<file path="config.mk">
export PLATFORM = sky130hd
export DESIGN_NAME = proximity_alarm_controller
export DESIGN_NICKNAME = d
export VERILOG_FILES = /design/src/hdl/pac_pkg.sv /design/src/hdl/proximity_alarm_controller.sv /design/src/hdl/pac_width.sv /design/src/hdl/pac_arming.sv
export VERILOG_INCLUDE_DIRS = /design/src /design/src/hdl
export SDC_FILE = /design/constraint.sdc
export NUM_CORES = 1
export LEC_CHECK = 0
export BUFFER_PORTS_ARGS = -buffer_cell sky130_fd_sc_hd__buf_2
export CAP_MARGIN = 20
export CORE_AREA = 2 2 215 217
export CTS_BUF_LIST = sky130_fd_sc_hd__clkbuf_16
export DETAILED_ROUTE_END_ITERATION = 16
export DIE_AREA = 0 0 217 219
export GPL_TIMING_DRIVEN = 0
export HOLD_SLACK_MARGIN = 0.1
export PLACE_DENSITY = 0.6
export SYNTH_ARGS = -nofsm -noshare
export SYNTH_HDL_FRONTEND = slang
export SYNTH_SLANG_ARGS = --single-unit
</file>
<file path="constraint.sdc">
create_clock -name clk -period 25.4 [get_ports clk]
set_input_delay 5.08 -clock clk [delete_from_list [all_inputs] [get_ports clk]]
set_output_delay 5.08 -clock clk [all_outputs]
set_load 0.05 [all_outputs]
</file>
<file path="src/hdl/proximity_alarm_controller_defines.svh">
// Assertion macros shared by the proximity alarm controller RTL.
`ifndef PROXIMITY_ALARM_CONTROLLER_DEFINES_SVH
`define PROXIMITY_ALARM_CONTROLLER_DEFINES_SVH

`ifndef SYNTHESIS

// The consequent must hold in the same cycle as the antecedent.
`define PAC_ASSERT_NOW(lbl, clk_s, rstn_s, ante, cons) \
  lbl: assert property (@(posedge clk_s) disable iff (!rstn_s) (ante) |-> (cons)) \
    else $error("pac assertion failed");

// The consequent must hold in the cycle after the antecedent.
`define PAC_ASSERT_NEXT(lbl, clk_s, rstn_s, ante, cons) \
  lbl: assert property (@(posedge clk_s) disable iff (!rstn_s) (ante) |=> (cons)) \
    else $error("pac assertion failed");

`else

`define PAC_ASSERT_NOW(lbl, clk_s, rstn_s, ante, cons)
`define PAC_ASSERT_NEXT(lbl, clk_s, rstn_s, ante, cons)

`endif

`endif

</file>
<file path="src/hdl/pac_pkg.sv">
// Shared types, constants and helper functions of the proximity alarm controller.
package pac_pkg;

  localparam int SAMPLE_SHIFT = 2;
  localparam int SAMPLE_COUNT = 1 << SAMPLE_SHIFT;
  localparam int IDX_W        = SAMPLE_SHIFT;
  localparam int TIME_W       = 16;
  localparam int SUM_W        = TIME_W + SAMPLE_SHIFT;
  localparam int FUNC_W       = 3;

  localparam logic [TIME_W-1:0] TOL_RESET = 16'd100;

  localparam logic [FUNC_W-1:0] FUNC_ARM   = 3'd0;
  localparam logic [FUNC_W-1:0] FUNC_RESET = 3'd1;
  localparam logic [FUNC_W-1:0] FUNC_RISE  = 3'd2;
  localparam logic [FUNC_W-1:0] FUNC_FALL  = 3'd3;
  localparam logic [FUNC_W-1:0] FUNC_TICK  = 3'd4;

  localparam logic [1:0] CODE_IDLE      = 2'd0;
  localparam logic [1:0] CODE_ARMING    = 2'd1;
  localparam logic [1:0] CODE_SET       = 2'd2;
  localparam logic [1:0] CODE_TRIGGERED = 2'd3;

  // Bit 0 is the first indicator, bit 1 the second.
  localparam logic [1:0] LED_IDLE   = 2'b01;
  localparam logic [1:0] LED_ARMING = 2'b11;
  localparam logic [1:0] LED_SET    = 2'b10;
  localparam logic [1:0] LED_TOGGLE = 2'b11;

  typedef enum logic [3:0] {
    MODE_IDLE      = 4'b0001,
    MODE_ARMING    = 4'b0010,
    MODE_SET       = 4'b0100,
    MODE_TRIGGERED = 4'b1000
  } mode_t;

  typedef struct packed {
    logic              valid;
    logic [TIME_W-1:0] last_width;
  } meas_t;

  typedef struct packed {
    logic clear;
    logic sample;
  } arm_cmd_t;

  typedef struct packed {
    logic done;
    logic ok;
    logic width_ok;
  } arm_stat_t;

  function automatic logic within_tol(input logic [TIME_W-1:0] w,
                                      input logic [TIME_W-1:0] avg,
                                      input logic [TIME_W-1:0] tol);
    logic [TIME_W-1:0] diff;
    diff = (w >= avg) ? (w - avg) : (avg - w);
    return diff < tol;
  endfunction

  function automatic logic [1:0] mode_code(input mode_t m);
    logic [1:0] code;
    case (m)
      MODE_IDLE:      code = CODE_IDLE;
      MODE_ARMING:    code = CODE_ARMING;
      MODE_SET:       code = CODE_SET;
      MODE_TRIGGERED: code = CODE_TRIGGERED;
      default:        code = CODE_IDLE;
    endcase
    return code;
  endfunction

endpackage

</file>
<file path="src/hdl/proximity_alarm_controller.sv">
// Top level of the proximity alarm controller: handshake, mode control and indicators.
//
// Input channel: one word per event (in_func, in_capture_time) under in_valid and
// in_stall. Result channel: one word per event under out_valid and out_stall,
// carrying the mode, both indicator levels, the width flag, the last pulse width
// and the armed reference, all as they stand after that event.
// Configuration: cfg_we writes cfg_wdata into the tolerance register; write it
// only while no event is in flight.
// Path: an accepted event is captured in the input register; it is processed when
// the result register is empty or its word is taken, which loads the result
// register with the event's result word.
// Throughput: one event per cycle unless the receiver stalls; the whole update,
// including the four-sample average and tolerance compare, is combinational
// logic between the two registers.
// Reset (rst_n low, synchronous): idle mode, first indicator on, no rise pending,
// widths and reference zero, tolerance 100, both channels empty.
// When the receiver stalls, the result word holds; the input register still
// takes one more event, and then in_stall rises until the result is taken.
module proximity_alarm_controller (
  input  logic                       clk,
  input  logic                       rst_n,
  input  logic                       in_valid,
  output logic                       in_stall,
  input  logic [pac_pkg::FUNC_W-1:0] in_func,
  input  logic [pac_pkg::TIME_W-1:0] in_capture_time,
  output logic                       out_valid,
  input  logic                       out_stall,
  output logic [1:0]                 out_mode,
  output logic                       out_led_first,
  output logic                       out_led_second,
  output logic                       out_width_valid,
  output logic [pac_pkg::TIME_W-1:0] out_pulse_width,
  output logic [pac_pkg::TIME_W-1:0] out_reference,
  input  logic                       cfg_we,
  input  logic [pac_pkg::TIME_W-1:0] cfg_wdata
);
  import pac_pkg::*;
  `include "proximity_alarm_controller_defines.svh"

  logic              stage_valid_r, stage_valid_nxt;
  logic [FUNC_W-1:0] func_r;
  logic [TIME_W-1:0] cap_r;
  logic [TIME_W-1:0] tol_r, tol_nxt;
  mode_t             mode_r, mode_nxt;
  logic [1:0]        led_r, led_nxt;
  logic              out_valid_r, out_valid_nxt;
  logic [1:0]        mode_out_r;
  logic [1:0]        led_out_r;
  logic              width_valid_r;
  logic [TIME_W-1:0] pulse_width_r;
  logic [TIME_W-1:0] reference_r;
  logic              advance;
  logic              in_take;
  meas_t             meas;
  arm_cmd_t          cmd;
  arm_stat_t         stat;
  logic [TIME_W-1:0] average;

  assign advance  = stage_valid_r && (!out_valid_r || !out_stall);
  assign in_stall = stage_valid_r && !advance;
  assign in_take  = in_valid && !in_stall;

  pac_width u_width (
    .clk          (clk),
    .rst_n        (rst_n),
    .step         (advance),
    .func         (func_r),
    .capture_time (cap_r),
    .meas         (meas)
  );

  assign cmd.clear  = advance && (mode_r == MODE_IDLE) && (func_r == FUNC_ARM);
  assign cmd.sample = advance && (mode_r == MODE_ARMING) && meas.valid;

  pac_arming u_arming (
    .clk       (clk),
    .rst_n     (rst_n),
    .cmd       (cmd),
    .width     (meas.last_width),
    .tolerance (tol_r),
    .stat      (stat),
    .average   (average)
  );

  always_comb begin
    mode_nxt = mode_r;
    led_nxt  = led_r;
    if (advance) begin
      case (mode_r)
        MODE_IDLE: begin
          if (func_r == FUNC_ARM) begin
            mode_nxt = MODE_ARMING;
            led_nxt  = LED_ARMING;
          end
        end
        MODE_ARMING: begin
          if (stat.done && stat.ok) begin
            mode_nxt = MODE_SET;
            led_nxt  = LED_SET;
          end else if (stat.done) begin
            mode_nxt = MODE_IDLE;
            led_nxt  = LED_IDLE;
          end
        end
        MODE_SET: begin
          if (func_r == FUNC_RESET) begin
            mode_nxt = MODE_IDLE;
            led_nxt  = LED_IDLE;
          end else if (meas.valid && !stat.width_ok) begin
            // The indicators keep the set pattern until the first tick.
            mode_nxt = MODE_TRIGGERED;
          end
        end
        MODE_TRIGGERED: begin
          if (func_r == FUNC_RESET) begin
            mode_nxt = MODE_IDLE;
            led_nxt  = LED_IDLE;
          end else if (func_r == FUNC_TICK) begin
            led_nxt = led_r ^ LED_TOGGLE;
          end
        end
        default: begin
          mode_nxt = MODE_IDLE;
          led_nxt  = LED_IDLE;
        end
      endcase
    end
  end

  always_comb begin
    tol_nxt         = cfg_we ? cfg_wdata : tol_r;
    stage_valid_nxt = in_take ? 1'b1 : (advance ? 1'b0 : stage_valid_r);
    out_valid_nxt   = advance ? 1'b1 : (out_stall ? out_valid_r : 1'b0);
  end

  always_ff @(posedge clk) begin
    if (!rst_n) begin
      stage_valid_r <= 1'b0;
      out_valid_r   <= 1'b0;
      mode_r        <= MODE_IDLE;
      led_r         <= LED_IDLE;
      tol_r         <= TOL_RESET;
    end else begin
      stage_valid_r <= stage_valid_nxt;
      out_valid_r   <= out_valid_nxt;
      mode_r        <= mode_nxt;
      led_r         <= led_nxt;
      tol_r         <= tol_nxt;
    end
  end

  always_ff @(posedge clk) begin
    if (in_take) begin
      func_r <= in_func;
      cap_r  <= in_capture_time;
    end
    if (advance) begin
      mode_out_r    <= mode_code(mode_nxt);
      led_out_r     <= led_nxt;
      width_valid_r <= meas.valid;
      pulse_width_r <= meas.last_width;
      reference_r   <= average;
    end
  end

  assign out_valid       = out_valid_r;
  assign out_mode        = mode_out_r;
  assign out_led_first   = led_out_r[0];
  assign out_led_second  = led_out_r[1];
  assign out_width_valid = width_valid_r;
  assign out_pulse_width = pulse_width_r;
  assign out_reference   = reference_r;

  `PAC_ASSERT_NOW(a_idle_leds, clk, rst_n, mode_r == MODE_IDLE, led_r == LED_IDLE)
  `PAC_ASSERT_NOW(a_armed_second_on, clk, rst_n, mode_r == MODE_ARMING || mode_r == MODE_SET, led_r[1])
  `PAC_ASSERT_NOW(a_no_overwrite, clk, rst_n, out_valid_r && out_stall, !advance)
  `PAC_ASSERT_NEXT(a_result_follows, clk, rst_n, advance, out_valid_r)

endmodule

</file>
<file path="src/hdl/pac_width.sv">
// Echo pulse width measurement from rise and fall capture times.
module pac_width (
  input  logic                       clk,
  input  logic                       rst_n,
  input  logic                       step,
  input  logic [pac_pkg::FUNC_W-1:0] func,
  input  logic [pac_pkg::TIME_W-1:0] capture_time,
  output pac_pkg::meas_t             meas
);
  import pac_pkg::*;

  logic              rise_seen_r, rise_seen_nxt;
  logic [TIME_W-1:0] rise_time_r, rise_time_nxt;
  logic [TIME_W-1:0] last_width_r, last_width_nxt;
  logic              fall_hit;
  logic [TIME_W-1:0] new_width;

  always_comb begin
    fall_hit       = (func == FUNC_FALL) && rise_seen_r;
    // Timer wrap is handled by the modular subtraction.
    new_width      = capture_time - rise_time_r;
    rise_seen_nxt  = rise_seen_r;
    rise_time_nxt  = rise_time_r;
    last_width_nxt = last_width_r;
    if (step) begin
      if (func == FUNC_RISE) begin
        rise_seen_nxt = 1'b1;
        rise_time_nxt = capture_time;
      end else if (fall_hit) begin
        rise_seen_nxt  = 1'b0;
        last_width_nxt = new_width;
      end
    end
    meas.valid      = fall_hit;
    meas.last_width = fall_hit ? new_width : last_width_r;
  end

  always_ff @(posedge clk) begin
    if (!rst_n) begin
      rise_seen_r  <= 1'b0;
      rise_time_r  <= '0;
      last_width_r <= '0;
    end else begin
      rise_seen_r  <= rise_seen_nxt;
      rise_time_r  <= rise_time_nxt;
      last_width_r <= last_width_nxt;
    end
  end

endmodule

</file>
<file path="src/hdl/pac_arming.sv">
// Sample collection, averaging and tolerance checks for arming and set modes.
module pac_arming (
  input  logic                       clk,
  input  logic                       rst_n,
  input  pac_pkg::arm_cmd_t          cmd,
  input  logic [pac_pkg::TIME_W-1:0] width,
  input  logic [pac_pkg::TIME_W-1:0] tolerance,
  output pac_pkg::arm_stat_t         stat,
  output logic [pac_pkg::TIME_W-1:0] average
);
  import pac_pkg::*;

  logic [TIME_W-1:0] samples_r [SAMPLE_COUNT];
  logic [IDX_W-1:0]  cnt_r, cnt_nxt;
  logic [SUM_W-1:0]  sum_r, sum_nxt;
  logic [TIME_W-1:0] avg_r, avg_nxt;
  logic [SUM_W-1:0]  sum_full;
  logic [TIME_W-1:0] avg_new;
  logic [TIME_W-1:0] val;
  logic              done;
  logic              all_ok;

  always_comb begin
    sum_full = sum_r + SUM_W'(width);
    avg_new  = sum_full[SUM_W-1:SAMPLE_SHIFT];
    done     = cmd.sample && (cnt_r == IDX_W'(SAMPLE_COUNT - 1));
    // The newest width is not yet stored, so it stands in for its slot.
    all_ok   = 1'b1;
    val      = '0;
    for (int k = 0; k < SAMPLE_COUNT; k++) begin
      val = (IDX_W'(k) == cnt_r) ? width : samples_r[k];
      if (!within_tol(val, avg_new, tolerance)) begin
        all_ok = 1'b0;
      end
    end
    cnt_nxt = cnt_r;
    sum_nxt = sum_r;
    avg_nxt = avg_r;
    if (cmd.clear) begin
      cnt_nxt = '0;
      sum_nxt = '0;
    end else if (done) begin
      cnt_nxt = '0;
      sum_nxt = '0;
      avg_nxt = avg_new;
    end else if (cmd.sample) begin
      cnt_nxt = cnt_r + 1'b1;
      sum_nxt = sum_full;
    end
    stat.done     = done;
    stat.ok       = all_ok;
    stat.width_ok = within_tol(width, avg_r, tolerance);
    average       = avg_nxt;
  end

  always_ff @(posedge clk) begin
    if (!rst_n) begin
      cnt_r <= '0;
      sum_r <= '0;
      avg_r <= '0;
    end else begin
      cnt_r <= cnt_nxt;
      sum_r <= sum_nxt;
      avg_r <= avg_nxt;
    end
  end

  always_ff @(posedge clk) begin
    if (cmd.sample) begin
      samples_r[cnt_r] <= width;
    end
  end

endmodule

</file>
# Yosys cells after proc, flatten, opt, wreduce, memory -nomap -nowiden
# Memory sizes are Yosys's and may differ from the RTL's.
# Index checks and enable logic that the tools add are counted.
dict set report classes {
  add_sub_neg 13
  n_lt_le_gt_ge 10
  eq_ne 16
  n_mux 41
  bitwise_logic 3
  n_reduce_logical 25
}
# cell n
set op_table {}
lappend op_table {{16-bit two-way mux} 12}
lappend op_table {{16-bit subtractor} 11}
lappend op_table {{16-bit greater-or-equal comparator} 5}
lappend op_table {{16-bit < comparator} 5}
lappend op_table {{4-bit two-way mux} 7}
lappend op_table {{18-bit by 16-bit adder with 18-bit output} 1}
lappend op_table {{4-bit one-hot mux with 4 select lines} 1}
lappend op_table {{2-bit two-way mux} 7}
lappend op_table {{1-bit two-way mux} 12}
lappend op_table {{1-bit logical AND} 11}
lappend op_table {{4-bit by 2-bit equality test with 1-bit output, second input constant} 2}
lappend op_table {{4-bit by 3-bit equality test with 1-bit output, second input constant} 2}
lappend op_table {{4-bit equality test, second input constant} 2}
lappend op_table {{2-bit one-hot mux with 4 select lines} 1}
lappend op_table {{3-bit by 2-bit equality test with 1-bit output, second input constant} 2}
lappend op_table {{2-bit one-hot mux with 3 select lines} 1}
lappend op_table {{2-bit AND reduction} 3}
lappend op_table {{1-bit zero test} 5}
lappend op_table {{2-bit equality test, first input constant} 2}
lappend op_table {{4-bit by 1-bit equality test with 1-bit output, second input constant} 1}
lappend op_table {{2-bit nonzero test} 2}
lappend op_table {{3-bit by 1-bit equality test with 1-bit output, second input constant} 1}
lappend op_table {{3-bit equality test, second input constant} 1}
lappend op_table {{3-bit zero test} 1}
lappend op_table {{9 further kinds} 10}
dict set report totals {
  ff_bits 149
  ram_bits 64
  inputBits 40
  mem_count 1
}
# memory words width rd rd_clocked_by_memory_dff wr line_no
set mem_list {}
lappend mem_list {u_arming.samples_r 4 16 4 0 1 pac_arming.sv:13} ;# logic [TIME_W-1:0] samples_r [SAMPLE_COUNT];

# Logic depth before layout (Yosys ltp)
dict set report depth {
  ltp_word 17
  ltp_mapped 43
  ltp_nobuf 40
}

# Hierarchy
# From an unflattened synthesis, not the netlist that was laid out.
dict set report hier_totals {
  hier_cells 2149
  hier_area_um2 19379.8
}
# module instances cells_each area_each_um2 seq_area_each_um2
set by_module_without_submodules {}
lappend by_module_without_submodules {pac_arming 1 1649 14018.4 2642.5}
lappend by_module_without_submodules {proximity_alarm_controller 1 196 3056.7 2162.1}
lappend by_module_without_submodules {pac_width 1 304 2304.7 660.6}

# Worst setup path before layout
# Ideal clock, no wire load.
dict set report synth_timing {
  kind {input-to-output}
  start {input port out_stall}
  end {output port in_stall}
  arrival_ns 5.561
  required_time_ns 20.320
  slack_ns 14.759
  stages 1
  n_path_buf 0
  path_cell_list {and3_1}
}
dict set report synth_via {
  elab_chain_len 5
}
# element line_no
set synth_rtl {}
lappend synth_rtl {{start: declaration} proximity_alarm_controller.sv:27} ;# input logic out_stall,
lappend synth_rtl {{1-bit zero test} proximity_alarm_controller.sv:59} ;# assign advance = stage_valid_r && (!out_valid_r || !out_stall);
lappend synth_rtl {{1-bit logical OR} proximity_alarm_controller.sv:59}
lappend synth_rtl {{1-bit logical AND} proximity_alarm_controller.sv:59}
lappend synth_rtl {{1-bit zero test} proximity_alarm_controller.sv:60} ;# assign in_stall = stage_valid_r && !advance;
lappend synth_rtl {{1-bit logical AND} proximity_alarm_controller.sv:60}
lappend synth_rtl {{end: declaration} proximity_alarm_controller.sv:23} ;# output logic in_stall,
# Every way passes these cells.

==> impl_results.md <==
- Crit path depth: 35
- Cts-stage hold buffer count: 0
- Nets: 2561
- Vias in the first global route: 15500
- Worst reg2reg setup slack: 13.53 ns
- Io pins: 79
- RSZ-0062 raised after global routing: no
- Post-Syn Instances: between 2000 and 2500
- DPL Wire Length: 46900 um
- Clk slew on worst S/H paths: 0.07 ns
- Clock tree buffer depth: 3
- Sink Count: 213
- CP startpoint: func_r[2]
- Largest net degree at the start of global routing: 46
- Initial antenna violation count: 0
- Comb pwr share: 29.5%
- Cell Int Power: 0.000668 W
- Die span in y: around 220 um
- Setup TNS Final: 0 ns
- Synthesized Nets: 2447
- Die X: approximately 220 um
- CP bufs+invs: 6
- Startpoint types: flop
- Synth top area cells: edfxtp_1 19%, ha_1 17%, dfxtp_1 9.9%
- Final min period: 11.87 ns
- Dpl cell area: around 20000 um^2
- Final non-filler cell total: 2868
- Synthesis-stage register bit count: 213
- CP max-delay cell: a21oi_1
- Arrival @ worst endpoint: 12.14 ns
- Seq pwr share: 37.6%
- FF-to-FF path depth: 35
- H-tree Lvls: 1
- Worst clock skew: roughly 0.011 ns
- Status: finished, final reports clean
- CP delay by family, top: compound AO/OA/AOI/OAI gates
- GP Congestion: ~0.9
- R2R Path End: out_mode[1]
- CTS root buffer: clkbuf_16
- Starting Density: between 40% and 50%
- Crit path largest cell delay: about 0.8 ns
- N_diodes: 0
- Inserted Clock Buffers: 22
- IO buf count: between 70 and 80
- GRT Residual Overflow: 0
- Syn avg cell area: 8.78 um^2
- Net Sw Frac: roughly 33%
- First-pass GRT wire length: 87600 um
- Leading area contributor after synthesis: edfxtp_1
- Drc violations: 0
- Synthesized cell area: 18800 um^2
- Tot Pwr: about 0.0010 W
- Die area: 47500 um^2
- Fin util: between 40% and 50%
- Synth cell types: 98
- Most used cell along the critical path: clkbuf_1
- Critical path class: flop to flop
- Max Freq: 0.0843 GHz
- Worst r2r src: func_r[2]
- Clk_lat worst skew: 0.54 ns
- Prevailing post-synth register cell: edfxtp_1
- Site Rows: a little under 80
- Core Box Area: 45100 um^2
- Synth top area share: 19.2%
- Max-slew violations: 0
- DP Cell Count: 2823
- Post_cts resized: 0
- VDD IR max: about 0.05 mV
- Clock Power Share: 32.9%
- YS warnings: 0
- PwrDens: 48.1 nW/um^2
- Final hold violation count: 0
- Fin crit share: 46.7%
- Area growth, synth to finish: 10.7%
- Final wirelength: 57600 um
- Post-synth EDFFs: 120
- Share of cells above drive strength 1: 7.85%
- Vias/cell: between 5 and 6
- Routed Antenna Nets: 0
- Via count: 16100
- Rel. slew slack: between 20% and 30%
- Final setup fails: 0
- Async SR Flop Fraction: 0%
- Crit path capture: out_mode[1]
- Router iterations before antenna repair: 6
- Hold Crit Start: u_width.rise_time_r[10]
- CP Capture Type: flop
- Total GRT Usage: between 20% and 30%
- CP max FO: 10
- Leak pwr: 9.25 nW
- Post-synthesis sequential area ratio: 29.1%
- WP data required: 25.67 ns
- Finished Cell Area: 20800 um^2
- CTS tree: done
- Maxcap violations: 0
- Switch Pwr: 0.000332 W
- First DRT Iteration DRCs: roughly 1300
- Hold Path Class: flop to flop
- Slew @ Worst Pin: 1.13 ns
- WL per Instance: 20.1 um
- Setup bufs post-CTS: 0
==> placed cells by master (no fill, tap or decap), types with 7 or more instances in the layout <==
cell       count
nand2b_1      29
clkbuf_16     23
a211oi_1      17
a21oi_1      160
and3_1        16
a221oi_1       7
and2_1        31
mux2i_1       84
ha_1         257
dfxtp_1       93
a21o_1       122
fa_1          12
buf_4         10
o211a_1       14
buf_2         80
xnor2_1       46
a31oi_1       21
o21a_1        28
nor3b_1        9
o21ai_0       90
nor2b_1       54
o21ai_1       20
nand3_1       22
a21boi_0      22
nand4_1       18
o211ai_1      17
nor2_1       147
a21boi_1       7
o21bai_1      12
nor3_1        32
xor2_1        47
nand2_1      185
nor4_1         8
edfxtp_1     120
inv_1        167
clkbuf_1      79
clkinv_2       7
==> cells in the mapped netlist, types with 9 or more instances <==
cell and n:
ha_1 257, nand2_1 185, inv_1 166, a21oi_1 160
nor2_1 147, a21o_1 122, edfxtp_1 120, dfxtp_1 93
o21ai_0 90, mux2i_1 84, clkbuf_1 79, nor2b_1 55
xor2_1 47, xnor2_1 46, nor3_1 32, and2_1 31
nand2b_1 29, o21a_1 28, a21boi_0 22, nand3_1 22
o21ai_1 22, a31oi_1 21, a211oi_1 18, nand4_1 18
o211ai_1 17, and3_1 16, o211a_1 14, fa_1 12
o21bai_1 12, nor3b_1 9
==> how the worst min path moves through the flow <==
stage	end	slack [ns]	cells past startpoint
2_1_floorplan	u_arming.sum_r[0]	0.44	2
3_3_place_gp	u_arming.sum_r[0]	0.45	2
3_5_place_dp	u_arming.sum_r[10]	0.46	2
4_1_cts	u_arming.sum_r[12]	0.47	2
5_1_grt	u_width.rise_time_r[10]	0.48	2
6_report	u_width.rise_time_r[10]	0.46	2
==> cell type report <==
| type | count | area, um^2 |
|---|---|---|
| buffer | 89 | 379 |
| clock buffer | 23 | 576 |
| clock inverter | 17 | 155 |
| fill | 4447 | 24300 |
| inverter | 170 | 639 |
| multi-input combinational | 1666 | 12300 |
| sequential | 213 | 5470 |
| tap | 600 | 751 |
| timing repair buffer | 90 | 512 |
==> metrics by stage <==
stage          setup slack, ns  hold WS [ns]
6_report                 13.53         0.460
5_1_grt                  12.74         0.483
4_1_cts                  13.67         0.466
3_5_place_dp             13.73         0.456
3_3_place_gp             13.44         0.447
2_1_floorplan            14.76         0.440
==> routing by layer <==
| metal | part of all wire, % | vias up | global-route usage, % |
|---|---|---|---|
| li1 | - | 7865 | - |
| met1 | 45 | 7728 | 31.7 |
| met2 | 47 | 390 | 40.6 |
| met3 | 4.8 | 70 | 2.18 |
| met4 | 2.6 | 0 | 7.72 |
| met5 | 0 | - | 0 |
==> worst min-delay path, delay by kind of cell, from the launching register on <==
kind	cells	cell delay (ns)
flops	1	0.31
simple gates	1	0.04
compound gates	1	0.06
==> logic make-up (layout without fill, tap and decap cells) <==
family	Yosys count	after routing	share of synthesized area [%]
AOI/OAI and AO/OA	626	626	22.4
and+or+nand+nor	579	579	14.8
DFF	213	213	29.1
adders and majority gates	272	272	18.6
xor gates and xnor gates	96	96	4.66
muxes	93	93	5.03
buffers and inverters	259	389	5.42
==> power groups by stage <==
stage / combinational [W] / clock, W / sequential, W
final: 0.000295 / 0.000329 / 0.000376
after global routing: 0.000327 / 0.000348 / 0.000377
after floorplan: 0.000206 / 0 / 0.000392
after CTS: 0.000292 / 0.000335 / 0.000376
after detailed placement: 0.000291 / 0 / 0.000384
after global placement: 0.000287 / 0 / 0.000384
==> sequential cells by signal (all words and copies together) (netlist names), 16 cells and up <==
| signal | flops |
|---|---|
| cap_r | 16 |
| u_width.last_width_r | 16 |
| u_arming.avg_r | 16 |
| u_width.rise_time_r | 16 |
| tol_r | 16 |
| out_reference | 16 |
| u_arming.samples_r | 64 |
| out_pulse_width | 16 |
| u_arming.sum_r | 18 |
(Power assumes the default switching activity.)
